`src/motor_soft_start_ramp_assert.svh`:
```
// Assertion macros of the soft-start ramp RTL, used by mssr_core.
`ifndef MOTOR_SOFT_START_RAMP_ASSERT_SVH
`define MOTOR_SOFT_START_RAMP_ASSERT_SVH
`ifndef SYNTHESIS
// Check that expr holds at every clock edge out of reset.
`define MSSR_ASSERT_HOLDS(label, clk, rst_n, expr) \
  label: assert property (@(posedge clk) disable iff (!rst_n) (expr)) \
    else $error("mssr assertion failed");
// Check that cons holds in the same cycle as ante.
`define MSSR_ASSERT_IMPLIES(label, clk, rst_n, ante, cons) \
  label: assert property (@(posedge clk) disable iff (!rst_n) (ante) |-> (cons)) \
    else $error("mssr assertion failed");
// Check that cons holds in the cycle after ante.
`define MSSR_ASSERT_NEXT(label, clk, rst_n, ante, cons) \
  label: assert property (@(posedge clk) disable iff (!rst_n) (ante) |=> (cons)) \
    else $error("mssr assertion failed");
`else
`define MSSR_ASSERT_HOLDS(label, clk, rst_n, expr)
`define MSSR_ASSERT_IMPLIES(label, clk, rst_n, ante, cons)
`define MSSR_ASSERT_NEXT(label, clk, rst_n, ante, cons)
`endif
`endif

```
`src/mssr_pkg.sv`:
```
// Package with types, constants and helper functions of the soft-start ramp.
`default_nettype none
package mssr_pkg;

  localparam int PWM_BITS    = 10;
  localparam int LEVEL_BITS  = 16;
  localparam int LVL_W       = LEVEL_BITS + 1;
  localparam int DUTY_W      = PWM_BITS;
  localparam int DUTY_PROD_W = LVL_W + PWM_BITS;
  localparam int OP_W        = 3;
  localparam int ELAPSED_W   = 16;
  localparam int STEP_W      = 17;
  localparam int TL_W        = 17;
  localparam int PROD_W      = ELAPSED_W + STEP_W;

  localparam logic [LVL_W-1:0]  FULL_SCALE = {1'b1, {LEVEL_BITS{1'b0}}};
  localparam logic [LVL_W-1:0]  TARGET_RST = FULL_SCALE >> 2;
  localparam logic [STEP_W-1:0] STEP_RST   = STEP_W'(33);

  typedef enum logic [OP_W-1:0] {
    OP_TICK       = OP_W'(0),
    OP_SET_TARGET = OP_W'(1),
    OP_SET_DIR    = OP_W'(2),
    OP_START      = OP_W'(3),
    OP_STOP       = OP_W'(4),
    OP_ESTOP      = OP_W'(5)
  } op_t;

  typedef struct packed {
    logic [OP_W-1:0]      operation;
    logic [ELAPSED_W-1:0] elapsed_ms;
    logic [TL_W-1:0]      target_level;
    logic                 direction_forward;
  } in_item_t;

  typedef struct packed {
    logic [DUTY_W-1:0] pwm_duty;
    logic              drive_enable;
    logic              direction_pin;
    logic              is_running;
    logic [LVL_W-1:0]  actual_level;
    logic [LVL_W-1:0]  target_now;
  } out_item_t;

  // Event as held in the input register, with the ramp step already scaled.
  typedef struct packed {
    logic [OP_W-1:0]  op;
    logic             tick_live;
    logic [LVL_W-1:0] step;
    logic [TL_W-1:0]  target_level;
    logic             direction_forward;
  } evt_t;

  // Duty = round half up of level * (2^PWM_BITS - 1) / 2^LEVEL_BITS.
  function automatic logic [DUTY_W-1:0] duty_of(input logic [LVL_W-1:0] lv);
    logic [DUTY_PROD_W-1:0] p;
    p = {lv, {PWM_BITS{1'b0}}} - DUTY_PROD_W'(lv) + DUTY_PROD_W'(FULL_SCALE >> 1);
    return p[LEVEL_BITS +: DUTY_W];
  endfunction

endpackage
`default_nettype wire

```
`src/mssr_in_if.sv`:
```
// Input channel interface of the soft-start ramp.
`default_nettype none
interface mssr_in_if;
  import mssr_pkg::*;

  logic     valid;
  logic     ready;
  in_item_t data;

  modport source (output valid, output data, input ready);
  modport sink   (input valid, input data, output ready);
endinterface
`default_nettype wire

```
`src/mssr_out_if.sv`:
```
// Result channel interface of the soft-start ramp.
`default_nettype none
interface mssr_out_if;
  import mssr_pkg::*;

  logic      valid;
  logic      ready;
  out_item_t data;

  modport source (output valid, output data, input ready);
  modport sink   (input valid, input data, output ready);
endinterface
`default_nettype wire

```
`src/mssr_in_stage.sv`:
```
// Input register of the soft-start ramp: ramp_step register and scaled step.
`default_nettype none
module mssr_in_stage (
  input  wire logic                      clk,
  input  wire logic                      rst_n,
  input  wire logic                      cfg_we,
  input  wire logic [mssr_pkg::STEP_W-1:0] cfg_wdata,
  input  wire mssr_pkg::in_item_t        in_data,
  input  wire logic                      in_valid,
  output logic                           in_ready,
  input  wire logic                      take,
  output logic                           evt_valid,
  output mssr_pkg::evt_t                 evt
);
  import mssr_pkg::*;

  logic [STEP_W-1:0] ramp_step_r;
  logic              valid_r;
  logic              valid_nxt;
  evt_t              evt_r;
  evt_t              evt_nxt;
  logic [PROD_W-1:0] prod;
  logic              accept;

  assign in_ready = !valid_r || take;
  assign accept   = in_valid && in_ready;

  always_comb begin
    prod = PROD_W'(ramp_step_r) * PROD_W'(in_data.elapsed_ms);
    evt_nxt.op                = in_data.operation;
    evt_nxt.tick_live         = (in_data.elapsed_ms != '0);
    evt_nxt.step              = (prod > PROD_W'(FULL_SCALE)) ? FULL_SCALE : LVL_W'(prod);
    evt_nxt.target_level      = in_data.target_level;
    evt_nxt.direction_forward = in_data.direction_forward;
    valid_nxt = accept || (valid_r && !take);
  end

  always_ff @(posedge clk) begin
    if (!rst_n) begin
      ramp_step_r <= STEP_RST;
      valid_r     <= 1'b0;
    end else begin
      if (cfg_we) begin
        ramp_step_r <= cfg_wdata;
      end
      valid_r <= valid_nxt;
    end
    if (accept) begin
      evt_r <= evt_nxt;
    end
  end

  assign evt_valid = valid_r;
  assign evt       = evt_r;
endmodule
`default_nettype wire

```
`src/mssr_core.sv`:
```
// Ramp state, event decode and result register of the soft-start ramp.
`default_nettype none
`include "motor_soft_start_ramp_assert.svh"
module mssr_core (
  input  wire logic           clk,
  input  wire logic           rst_n,
  input  wire logic           evt_valid,
  input  wire mssr_pkg::evt_t evt,
  output logic                take,
  output logic                out_valid,
  input  wire logic           out_ready,
  output mssr_pkg::out_item_t out_data
);
  import mssr_pkg::*;

  logic [LVL_W-1:0] level_r, level_nxt;
  logic [LVL_W-1:0] target_r, target_nxt;
  logic             run_r, run_nxt;
  logic             fwd_r, fwd_nxt;
  logic             en_r, en_nxt;
  logic             out_valid_r, out_valid_nxt;
  out_item_t        out_r, out_nxt;
  logic [LVL_W-1:0] dest;
  logic [LVL_W-1:0] diff_up;
  logic [LVL_W-1:0] diff_dn;

  assign take = evt_valid && (!out_valid_r || out_ready);

  always_comb begin
    level_nxt  = level_r;
    target_nxt = target_r;
    run_nxt    = run_r;
    fwd_nxt    = fwd_r;
    en_nxt     = en_r;
    dest       = run_r ? target_r : '0;
    diff_up    = dest - level_r;
    diff_dn    = level_r - dest;
    case (evt.op)
      OP_TICK: begin
        if (evt.tick_live) begin
          if (level_r < dest) begin
            level_nxt = (diff_up <= evt.step) ? dest : level_r + evt.step;
          end else if (level_r > dest) begin
            level_nxt = (diff_dn <= evt.step) ? dest : level_r - evt.step;
          end
          if (!run_r && level_nxt == '0) begin
            en_nxt = 1'b0;
          end
        end
      end
      OP_SET_TARGET: begin
        target_nxt = (evt.target_level > TL_W'(FULL_SCALE)) ? FULL_SCALE
                                                            : LVL_W'(evt.target_level);
      end
      OP_SET_DIR: begin
        if (!run_r && level_r == '0) begin
          fwd_nxt = evt.direction_forward;
        end
      end
      OP_START: begin
        if (target_r != '0) begin
          en_nxt  = 1'b1;
          run_nxt = 1'b1;
        end
      end
      OP_STOP: begin
        run_nxt = 1'b0;
      end
      OP_ESTOP: begin
        run_nxt   = 1'b0;
        level_nxt = '0;
        en_nxt    = 1'b0;
      end
      default: begin
      end
    endcase

    out_nxt.pwm_duty      = duty_of(level_nxt);
    out_nxt.drive_enable  = en_nxt;
    out_nxt.direction_pin = fwd_nxt;
    out_nxt.is_running    = run_nxt;
    out_nxt.actual_level  = level_nxt;
    out_nxt.target_now    = target_nxt;

    out_valid_nxt = take || (out_valid_r && !out_ready);
  end

  always_ff @(posedge clk) begin
    if (!rst_n) begin
      level_r     <= '0;
      target_r    <= TARGET_RST;
      run_r       <= 1'b0;
      fwd_r       <= 1'b1;
      en_r        <= 1'b0;
      out_valid_r <= 1'b0;
    end else begin
      if (take) begin
        level_r  <= level_nxt;
        target_r <= target_nxt;
        run_r    <= run_nxt;
        fwd_r    <= fwd_nxt;
        en_r     <= en_nxt;
      end
      out_valid_r <= out_valid_nxt;
    end
    if (take) begin
      out_r <= out_nxt;
    end
  end

  assign out_valid = out_valid_r;
  assign out_data  = out_r;

  `MSSR_ASSERT_HOLDS(a_level_in_range, clk, rst_n, level_r <= FULL_SCALE)
  `MSSR_ASSERT_HOLDS(a_target_in_range, clk, rst_n, target_r <= FULL_SCALE)
  `MSSR_ASSERT_IMPLIES(a_run_has_enable, clk, rst_n, run_r, en_r)
  `MSSR_ASSERT_NEXT(a_state_holds_idle, clk, rst_n, !take, $stable(level_r) && $stable(en_r))
  `MSSR_ASSERT_NEXT(a_dir_change_safe, clk, rst_n, run_r || level_r != '0, $stable(fwd_r))
endmodule
`default_nettype wire

```
`src/motor_soft_start_ramp.sv`:
```
// Soft-start motor drive: one event beat in, one drive-status beat out.
// Path: an event is held in the input register, then moves to the result register
//   on the edge that takes it; the result beat is valid from that edge on.
// Throughput: one event per cycle while the sink is ready, set by the update loop.
// Reset (rst_n low, synchronous): level 0, target 25 %, not running, forward,
//   enable low, ramp_step 33, both pipeline registers empty.
`default_nettype none
module motor_soft_start_ramp (
  input  wire logic                         clk,
  input  wire logic                         rst_n,
  input  wire logic                         cfg_we,
  input  wire logic [mssr_pkg::STEP_W-1:0]  cfg_wdata,
  mssr_in_if.sink                           in_bus,
  mssr_out_if.source                        out_bus
);
  import mssr_pkg::*;

  // Handshake between the input register and the update/result stage.
  logic evt_valid;
  logic take;
  evt_t evt;

  // Input register: latch the event beat, scale ramp_step by the elapsed time
  // and clamp the step at full scale before the state update sees it.
  mssr_in_stage u_in_stage (
    .clk       (clk),
    .rst_n     (rst_n),
    .cfg_we    (cfg_we),
    .cfg_wdata (cfg_wdata),
    .in_data   (in_bus.data),
    .in_valid  (in_bus.valid),
    .in_ready  (in_bus.ready),
    .take      (take),
    .evt_valid (evt_valid),
    .evt       (evt)
  );

  // Update stage: advance the level toward its destination without overshoot,
  // apply the event, and hold the drive outputs in the result register until
  // the sink takes the beat. The input register refills while a result waits.
  mssr_core u_core (
    .clk       (clk),
    .rst_n     (rst_n),
    .evt_valid (evt_valid),
    .evt       (evt),
    .take      (take),
    .out_valid (out_bus.valid),
    .out_ready (out_bus.ready),
    .out_data  (out_bus.data)
  );
endmodule
`default_nettype wire

```
`src/flat_wrapper.sv`:
```
// flat-port wrapper written by rule: the top's interface ports become plain ports
module motor_soft_start_ramp_flat import mssr_pkg::*;
  (clk, rst_n, cfg_we, cfg_wdata, in_bus_valid, in_bus_data, in_bus_ready, out_bus_valid, out_bus_data, out_bus_ready);
  mssr_in_if in_bus_i ();
  mssr_out_if out_bus_i ();
  input  wire logic clk;
  input  wire logic rst_n;
  input  wire logic cfg_we;
  input  wire logic [mssr_pkg::STEP_W-1:0] cfg_wdata;
  input wire logic [$bits(in_bus_i.valid)-1:0] in_bus_valid;
  input wire logic [$bits(in_bus_i.data)-1:0] in_bus_data;
  output wire logic [$bits(in_bus_i.ready)-1:0] in_bus_ready;
  output wire logic [$bits(out_bus_i.valid)-1:0] out_bus_valid;
  output wire logic [$bits(out_bus_i.data)-1:0] out_bus_data;
  input wire logic [$bits(out_bus_i.ready)-1:0] out_bus_ready;
  assign in_bus_i.valid = in_bus_valid;
  assign in_bus_i.data = in_bus_data;
  assign in_bus_ready = in_bus_i.ready;
  assign out_bus_valid = out_bus_i.valid;
  assign out_bus_data = out_bus_i.data;
  assign out_bus_i.ready = out_bus_ready;
  motor_soft_start_ramp u_core (.clk(clk), .rst_n(rst_n), .cfg_we(cfg_we), .cfg_wdata(cfg_wdata), .in_bus(in_bus_i), .out_bus(out_bus_i));
endmodule
```
`config.mk`:
```
export PLATFORM = sky130hd
export DESIGN_NAME = motor_soft_start_ramp_flat
export DESIGN_NICKNAME = d
export VERILOG_FILES = /design/src/mssr_pkg.sv /design/src/mssr_in_if.sv /design/src/mssr_out_if.sv /design/src/mssr_in_stage.sv /design/src/mssr_core.sv /design/src/motor_soft_start_ramp.sv /design/src/flat_wrapper.sv
export VERILOG_INCLUDE_DIRS = /design/src /design/src/src
export SDC_FILE = /design/constraint.sdc
export NUM_CORES = 1
export LEC_CHECK = 0
export BUFFER_PORTS_ARGS = -buffer_cell sky130_fd_sc_hd__clkbuf_2
export CAP_MARGIN = 20
export CORE_MARGIN = 3
export CORE_UTILIZATION = 55
export DETAILED_ROUTE_END_ITERATION = 16
export PLACE_DENSITY = 0.78
export SLEW_MARGIN = 0
export SYNTH_ARGS = -nofsm -noshare
export SYNTH_HDL_FRONTEND = slang
export SYNTH_SLANG_ARGS = --single-unit
```
`constraint.sdc`:
```
create_clock -name clk -period 7.8 [get_ports clk]
set_input_delay 1.17 -clock clk [delete_from_list [all_inputs] [get_ports clk]]
set_output_delay 1.17 -clock clk [all_outputs]
set_load 0.005 [all_outputs]
```
* After elaboration in Yosys (flattened, before gate mapping)
Cells that the tools add are included.
Operators by class: muxes and demuxes 19, reduce and logical (&&, ||, !) cells 21, add/sub/neg operators 6, bitwise gates (word level) 0, equality and inequality tests 5, order comparisons 6, multipliers 1, shift-type cells 0, div/mod/pow operators 0
Operators with widths (number):
- 17-bit two-way mux | 10
- 17-bit subtractor | 3
- 17-bit less-or-equal comparator | 2
- 17-bit zero test | 2
- 17-bit one-hot mux with 2 select lines | 1
- 33-bit by 17-bit greater-than comparator with 1-bit output (second input constant) | 1
- 17-bit by 16-bit multiplier with 33-bit output | 1
- 26-bit by 16-bit adder with 26-bit output (second input constant) | 1
- 26-bit by 17-bit subtractor with 26-bit output | 1
- 17-bit adder | 1
- 17-bit greater-than comparator | 1
- 17-bit greater-than comparator (second input constant) | 1
- 17-bit < comparator | 1
- 17-bit nonzero test | 1
- 16-bit nonzero test | 1
- 3-bit by 2-bit == test with 1-bit output (second input constant) | 2
- 3-bit == test (second input constant) | 2
- 1-bit logical AND | 6
- 1-bit two-way mux | 6
- 1-bit zero test | 5
- 1-bit logical OR | 4
- 3-bit by 1-bit == test with 1-bit output (second input constant) | 1
- 3-bit zero test | 1
- 1-bit one-hot mux with 3 select lines | 1
- other kinds (2) | 2
Word-level totals: bits in registers 142, memories 0, RAM bits 0, bits in latches 0, output and inout port bits 49, word-level logic and storage cells 77, memory bits (read-only) 0

* Logic depth before layout (Yosys ltp)
depth after elaboration 13, depth in mapped cells 42

* Hierarchy
From an unflattened synthesis, not the netlist that was laid out.
Unflattened totals: cells, all modules 2375, area total of the unflattened synthesis 20556.0 um^2
Modules (own cells, without submodules):
- mssr_in_stage | sequential area each 1531.5 um^2, area each 11422.2 um^2, times used 1, cells each 1230
- mssr_core | sequential area each 2172.1 um^2, area each 9133.8 um^2, times used 1, cells each 1145

* Worst setup path after synthesis
Ideal clock, no wire load.
kind register to register, start point register u_core.u_core.run_r, end point register u_core.u_core.out_r, in the netlist u_core.u_core.out_data[44] (data pin), slack -0.179 ns, cell stages (with the launch flop) 42, setup time 0.137 ns, arrival time 7.842 ns, buffers on the path 3, required time 7.663 ns, path through dfxtp_1 clkbuf_1 nand2_1 inv_1 ha_1 and2_1 a221oi_1 o21ai_1 a21o_1 nand2_1 a21oi_1 o21ai_0 nand2b_1 a21o_1 a21o_1 a221oi_1 xnor2_1 ha_1 [... 6 more ...] mux2i_1 a211oi_1 o221a_2 buf_2 ha_1 ha_1 a21o_1 a21o_1 a21o_1 a21o_1 a21o_1 a21oi_1 o21bai_1 a21oi_1 nand3_2 a41o_1 a2111oi_2 nand3b_1
RTL lines:
- from (decl) | RTL line mssr_core.sv:18 | logic run_r, run_nxt;
- from (signal assigned) | RTL line mssr_core.sv:100 | run_r <= run_nxt;
- to (signal assigned) | RTL line mssr_core.sv:107 | out_r <= out_nxt;
- to (decl) | RTL line mssr_core.sv:22 | out_item_t out_r, out_nxt;

==> results.md <==
* Total of max-cap violations at 0
* Type of the setup path with the least slack: flop to flop
* Quantity of I/O buffers inserted on ports at 107
* Clock latency of the later-clocked register in the worst-skew pair at about 0.45 ns
* Starting utilization of the core area at 56.5%
* Biggest fanout along the worst timing path at 5
* Final count of negative-setup-slack endpoints at 0
* Post-synthesis area per instance at 8.60 um2
* RSZ-0062 raised after global routing: true
* Post-layout nets at roughly 3,100
* Average wire per standard cell at between 20 and 25 um
* Fraction of the mapped netlist area in adder cells at roughly a third
* Area Overhead vs Synth at 16.6%
* Count of standard-cell rows at roughly 70
* Width of the die at around 200 um
* Clock buffer count from CTS at 17
* Setup clock skew after layout at 0.0134 ns
* Number of global-route vias before repair at just under 20,000
* Layout cell share with drive strength beyond 1 at between 10% and 20%
* Simple-gate share of the synthesized area at between 10% and 20%
* Number of warning messages in the yosys log at 0
* Data required time of the worst path at 8.11 ns
* Crit path time final at around 7.5 ns
* Synth Instances at approximately 2,400
* Cell repeated most along the worst path: a21o_1
* Quantity of hold-fixing buffers added after cts at 0
* Deepest level of the CTS H-tree at 4
* Worst Path Arrival at slightly below 8 ns
* Net count after synthesis at between 2,000 and 3,000
* Number of DRC violations after detailed routing at 0
* # clock sinks at 142
* Antenna violations before repair at 0
* Leakage at roughly 11 nW
* Fraction of registers with async set or reset after synthesis at 0%
* # placed instances at around 3,000
* Die span in y at 198 um
* Core Box Area at about 36,000 um2
* Family with the most delay on the worst path: compound AO/OA/AOI/OAI gates
* Sort of element at the end of the critical path: flop
* Cell at the slowest stage of the critical path: ha_1
* Clock root cell: clkbuf_16
* Area of the die at roughly 39,000 um2
* Cell Area, Synth at ~20,000 um2
* Combinational family with the most area after synthesis: adder cells
* Final non-filler cell total at ~3,100
* Detailed Route Iter0 Violations at between 1,500 and 2,000
* Crit path launch type: flop
* Largest stage delay on the critical path at 0.37 ns
* Multiplexer share of the synthesized area at 1.74%
* Measured slew at the worst slew-check pin at around 1.2 ns
* Post-Synth XOR/XNOR Area at 3.28%
* End-of-flow core utilization at around two thirds
* Number of primary I/O pins at 108
* Unique masters post-synth at between 90 and 100
* Type of the most critical hold path: flop to flop
* Register area share after synthesis at around 18%
* Share of the clock period used by the worst path after layout at between 90% and 100%
* Worst slew margin relative to its limit at approximately 18%
* Half-perimeter wire length after detailed placement at slightly above 50 mm
* Clock slew at reported path FFs at roughly 0.07 ns
* Number of diodes added for antenna fixing at 0
* Drt first pass iters at 6
* Average vias per placed instance at 6.05
* Clock tree from TritonCTS: done
* Detailed-route wire length at roughly 64 mm
* Final hold violation count at 0
* Fmax at approximately 130 MHz
* Global-route wire length before repair at 101 mm
* Post-synthesis compound-gate area fraction at approximately 15%
* Flop and latch count out of synthesis at between 100 and 150
* Largest net degree at the start of global routing at just over 60
* Pwr/cell area at about 230 nW/um2
* Combined global-route utilization of all metal layers at approximately a third
* Max VDD drop at 0.197 mV
* Worst-case clock buffer depth at 2
* Antenna Violating Nets Remaining at 0
* Outcome: finished, final reports clean
* Total congestion overflow at 0
* Most frequently used flop master after synthesis: edfxtp_1
* Final Max Tran Viols at 0
* Gp weighted congestion at a little over 1
* EDFF count, synth at 86
* Overall via count from detail_route at roughly 19,000
* Buffers plus inverters on the worst setup path at 5
==> cell usage after synthesis, drive strengths merged, types with 32 or more instances <==
cell type	instances	area share, %
nor3	49	1.2
a21o	51	1.9
and2	134	4.1
fa	211	21
xnor2	56	2.4
mux2i	32	1.6
clkbuf	82	1.5
nand3	37	1.0
nor2	110	2.0
edfxtp	86	13
dfxtp	56	5.5
nand2	295	5.4
a21oi	134	3.3
o21ai	83	2.0
ha	223	14
inv	344	6.4
==> where the power goes <==
part           total [mW]  internal, mW  switching [mW]
combinational        3.77          1.60            2.16
clock               0.839         0.453           0.386
sequential          0.908         0.855          0.0524
==> state kept, by name, summed over array words and instances (netlist names) <==
register and cells:
u_core.u_core.en_r 1, u_core.u_core.fwd_r 1, u_core.u_core.level_r 17, u_core.u_core.out_data 47
u_core.u_core.out_valid 1, u_core.u_core.run_r 1, u_core.u_core.target_r 17, u_core.u_in_stage.evt 39
u_core.u_in_stage.evt_valid 1, u_core.u_in_stage.ramp_step_r 17
==> area by class of cell <==
| type | count | area [um2] |
|---|---|---|
| fill | 2915 | 12300 |
| tap | 461 | 577 |
| timing repair buffer | 333 | 2280 |
| multi-input combinational | 1773 | 15300 |
| clock inverter | 14 | 153 |
| sequential | 142 | 3700 |
| clock buffer | 18 | 429 |
| inverter | 344 | 1290 |
==> worst reg2reg max path, delay by kind of cell (launching register included) <==
kind	cells	cell delay, ns
DFF	1	0.35
AOI/OAI and AO/OA	20	3.72
and+or+nand+nor	9	1.32
adders and majority gates	5	1.26
buffers and inverters	5	0.53
xor gates and xnor gates	1	0.10
muxes	1	0.15
==> metal layers <==
layer  vias up  track usage, %  share of wire, %
met1      9049            40.5                39
met3       242            5.94               8.3
met4         0            15.1               5.3
met2       932            55.4                48
li1       8450               -                 -
met5         -               0                 0
==> cell families after synthesis <==
family / after synthesis
flip-flops: 142
adder cells (fa/ha/maj): 434
buffers and inverters: 449
multiplexers: 35
AO/OA/AOI/OAI: 461
XOR/XNOR: 76
AND/OR/NAND/NOR: 767
==> path summary, 6_finish.rpt <==
kind                       startpoint                    endpoint  slack [ns]  cells after the start
hold reg to reg   u_core.u_core.fwd_r         u_core.u_core.fwd_r        0.50                      2
setup reg to reg  u_core.u_core.run_r  u_core.u_core.out_data[44]        0.27                     41
setup / recovery  u_core.u_core.run_r  u_core.u_core.out_data[44]        0.27                     41
hold / removal    u_core.u_core.fwd_r         u_core.u_core.fwd_r        0.50                      2
==> per-stage QoR <==
step           setup TNS, ns  setup slack (ns)  area (um2)  hold WS (ns)  total power, mW
6_report                   0             0.267       23700         0.496             5.51
5_1_grt               -0.702            -0.116       23700         0.527             5.99
4_1_cts                    0            0.0182       23300         0.495             5.30
3_5_place_dp           -5.02            -0.401       22600         0.480             4.42
3_3_place_gp           -3.53            -0.374       22600         0.448             4.33
2_1_floorplan              0            0.0150       20300         0.435             3.47
==> cell usage in the layout, fill, tap and decap left out, types with 17 or more instances in the layout <==
cell and n:
a211oi_1 24, a21o_1 50, a21oi_1 122, a31oi_1 18, and2_1 131, buf_4 219, clkbuf_16 18, clkbuf_2 107
dfxtp_1 55, edfxtp_1 86, fa_1 210, ha_1 216, inv_1 336, mux2i_1 31, nand2_1 288, nand2b_1 20
nand3_1 34, nand4_1 18, nor2_1 106, nor3_1 46, nor4_1 20, o21ai_0 62, o21ai_1 17, xnor2_1 56
xor2_1 20
==> what timing repair did <==
item / 4_1_cts / 5_1_grt
setup endpoints to repair: 6 / 27
cloned: 0 / 2
endpoints found under the hold margin: 0 / 0
pin swaps: 8 / 57
resized for setup: 20 / 72
buffers inserted: 6 / 16
Power figures use the tool's default switching activity.
